[src/sv/idxh_ram.sv]
module idxh_ram #(
    parameter int WIDTH = 8,
    parameter int DEPTH = 256
) (
    input  logic                     i_clk,
    input  logic                     i_we,
    input  logic [$clog2(DEPTH)-1:0] i_waddr,
    input  logic [WIDTH-1:0]         i_wdata,
    input  logic [$clog2(DEPTH)-1:0] i_raddr,
    output logic [WIDTH-1:0]         o_rdata
);
    logic [WIDTH-1:0] r_mem [DEPTH];

    always_ff @(posedge i_clk) begin
        if (i_we) begin
            r_mem[i_waddr] <= i_wdata;
        end
        o_rdata <= r_mem[i_raddr];
    end
endmodule

[config.mk]
export PLATFORM = sky130hd
export DESIGN_NAME = idxh_ram
export DESIGN_NICKNAME = d
export VERILOG_FILES = /design/src/sv/idxh_ram.sv
export SDC_FILE = /design/constraint.sdc
export NUM_CORES = 2
export LEC_CHECK = 0
export BUFFER_PORTS_ARGS = -buffer_cell sky130_fd_sc_hd__buf_4
export CELL_PAD_IN_SITES_DETAIL_PLACEMENT = 1
export CELL_PAD_IN_SITES_GLOBAL_PLACEMENT = 1
export CORE_MARGIN = 1.5
export CORE_UTILIZATION = 51
export DETAILED_ROUTE_END_ITERATION = 8
export PLACE_DENSITY_LB_ADDON = 0.12
export SLEW_MARGIN = 40
export SYNTH_ARGS = -nofsm -noshare
export SYNTH_HDL_FRONTEND = slang
export SYNTH_SLANG_ARGS = --single-unit
[constraint.sdc]
create_clock -name i_clk -period 2.8 [get_ports i_clk]
set_clock_uncertainty 0.05 [all_clocks]
set_input_delay 0.7 -clock i_clk [delete_from_list [all_inputs] [get_ports i_clk]]
set_output_delay 0.7 -clock i_clk [all_outputs]
set_load 0.02 [all_outputs]
==> out/qor.csv <==
metric,value,unit
status,"finished, final reports clean",
vias in the first global route,44400,
Max VDD drop,0.000564,V
Total GRT Usage,0.286,
antenna violations before repair,16,
"Arr. time, crit path",3.39,ns
measured slew at the worst slew-check pin,0.974,ns
Critical Path End Type,register,
# Post-CTS Setup Buffers,0,
first-pass GRT wire length,322000,microns
critical path startpoint,i_raddr[0],
# H-tree levels,4,
FF-to-FF path depth,6,
Filler cells,12800,
post-synth cell types,55,
fin crit period,2.75,ns
Die W,398,microns
Relative slew margins,0.351,
Mapped Area,79600,sq um
DRT Wirelength,222000,microns
Port-buffer cells,33,
Avg WL per Cell,33.2,microns
Chip Height,398,microns
FMAX,363,MHz
crit start category,input port,
CTS Buffer Depth,3,
"EDFF count, synth",2048,
Main synth FF type,edfxtp_1,
post-synthesis sequential area ratio,0.775,
R2R Path Start,r_mem[211][3],
nets,4481,
dpl hpwl,148000,microns
clk sink count,2056,
Max Cap Viol,0,
crit path kind,input port to register,
total global routing overflow,0,
CTS tree,done,
max-slew violations,0,
"Hold Violations, Final",0,
# IOs,34,
Final Util,0.609,
Cells after Synth,3733,
worst hold margin,0.263,ns
initial drt markers,4404,
share of cells above drive strength 1,0.329,
RSZ-0062 raised after global routing,false,
Total Neg Setup Slack,0,ns
leakage,30.6,nW
Hold Crit Class,input port to register,
Initial Util,0.515,
Clock transition at path regs,0.06,ns
Area after DPL,87600,sq um
Yosys warning count,0,
Placeable Area,154000,sq um
worst hold path depth,1,
total DRC errors in the routed layout,0,
crit path to,o_rdata[5],
via count,42000,
crit path max fanout,15,
TritonCTS Buffers,205,
Cell Rows,144,
gpl congestion,0.858,
Final period util,0.983,
Syn Area/Cell,21.3,sq um
via/cell ratio,6.29,
cell area after layout,94000,sq um
pin count of the biggest net entering global routing,101,
DRT Pass-1 Iters,5,
pwr/cell area,682,nW/um^2
Setup Viol. Count Final,0,
Root Driver,clkbuf_16,
clk_lat worst skew,0.85,ns
Syn Nets,3759,
fraction of registers with async set/reset,0,
reg-to-reg setup timing slack,0.21,ns
Final ANT Viol Nets,0,
Crit Reg-Reg Endpoint,o_rdata[3],
CP required,3.44,ns
die area,158000,sq um
Area Growth Syn to Fin,18.2,%
number of synthesized register bits,2056,
==> placed cells by master, fill, tap and decap left out, types with 18 or more instances in the layout <==
cell,synthesis,routed
nand3_1,34,34
nor2b_1,31,27
buf_12,8,93
clkinv_2,0,33
o221ai_1,46,46
clkbuf_16,0,207
edfxtp_1,2048,2048
clkbuf_1,111,52
a21oi_1,96,96
a22oi_1,133,133
nor2_1,282,268
nand2_1,33,33
clkinv_1,1,48
mux2i_1,134,134
o22ai_1,28,28
nor3_1,22,18
buf_4,27,645
mux4_2,454,454
==> metrics by stage <==
stage                     instances  setup slack [ns]  power, W
after global routing           6668            0.0179    0.0656
final                          6673            0.0489    0.0641
after global placement         6291             -1.55    0.0383
after CTS                      6668           0.00635    0.0645
after detailed placement       6292             -1.08    0.0384
after floorplan                3733             0.112    0.0363
==> layout make-up <==
class | instances | area [sq um] | share of cell area
timing repair buffer | 748 | 6840 | 0.0728
multi-input combinational | 1442 | 16600 | 0.176
clock inverter | 114 | 961 | 0.0102
clock buffer | 262 | 5420 | 0.0576
tap | 2044 | 2560 | 0.0272
inverter | 2 | 7.51 | 0.0000798
antenna | 5 | 12.5 | 0.000133
sequential | 2056 | 61700 | 0.656
==> registers in the layout (all words and copies together), names as in the netlist <==
signal	flops
r_mem	2048
o_rdata	8
==> cells in the mapped netlist, drive strengths merged (16+ instances only) <==
library cell	count	area share
nor2b	31	0.0024
nand2	33	0.0016
a22oi	133	0.013
nand3	34	0.0021
buf	122	0.013
edfxtp	2048	0.77
a211oi	16	0.0015
nor4	27	0.0024
nor3	22	0.0014
a21oi	96	0.0060
o22ai	28	0.0022
mux2i	134	0.017
clkbuf	111	0.0052
nor2	282	0.013
mux4	456	0.13
o221ai	47	0.0053
==> layer usage <==
metal | GRT usage | part of all wire | up-vias
li1 | - | - | 17100
met1 | 0.411 | 0.41 | 22600
met2 | 0.446 | 0.48 | 1870
met3 | 0.0563 | 0.080 | 344
met4 | 0.0864 | 0.029 | 12
met5 | 0 | 0.00035 | -
==> worst max-delay path, stage by stage <==
cell,delay [ns]
buf_8,0.19
buf_12,0.23
buf_4,0.24
mux4_1,0.60
a22oi_1,0.17
a31oi_1,0.18
buf_4,0.18
nor4_2,0.52
buf_4,0.26
nor4_1,0.06
==> logic make-up (layout without fill, tap and decap cells) <==
logic type      after synthesis  in the layout  share of synthesized area
other cells                   0              5                          0
mux                         591            591                      0.146
compound gates              385            385                     0.0342
simple gates                466            466                     0.0263
flops                      2056           2056                      0.775
buf+inv                     235           1126                     0.0183
==> power by group <==
part / internal [W] / switching, W
clock network: 0.0148 / 0.0116
registers: 0.0339 / 0.0000639
logic: 0.00151 / 0.00225
total: 0.0503 / 0.0139
==> worst min-delay path by stage <==
| stage | end | startpoint |
|---|---|---|
| global placement | o_rdata[6] | r_mem[6][6] |
| finish | r_mem[200][6] | i_wdata[6] |
| detailed placement | o_rdata[6] | r_mem[20][6] |
| CTS | r_mem[200][6] | i_wdata[6] |
| global route | r_mem[200][6] | i_wdata[6] |
| floorplan | o_rdata[3] | r_mem[40][3] |
==> timing repair <==
action / CTS / global route
cloned: 0 / 0
setup endpoints to repair: 4 / 4
hold buffers: 0 / 0
gates resized for setup: 5 / 4
Power figures use the tool's default switching activity.
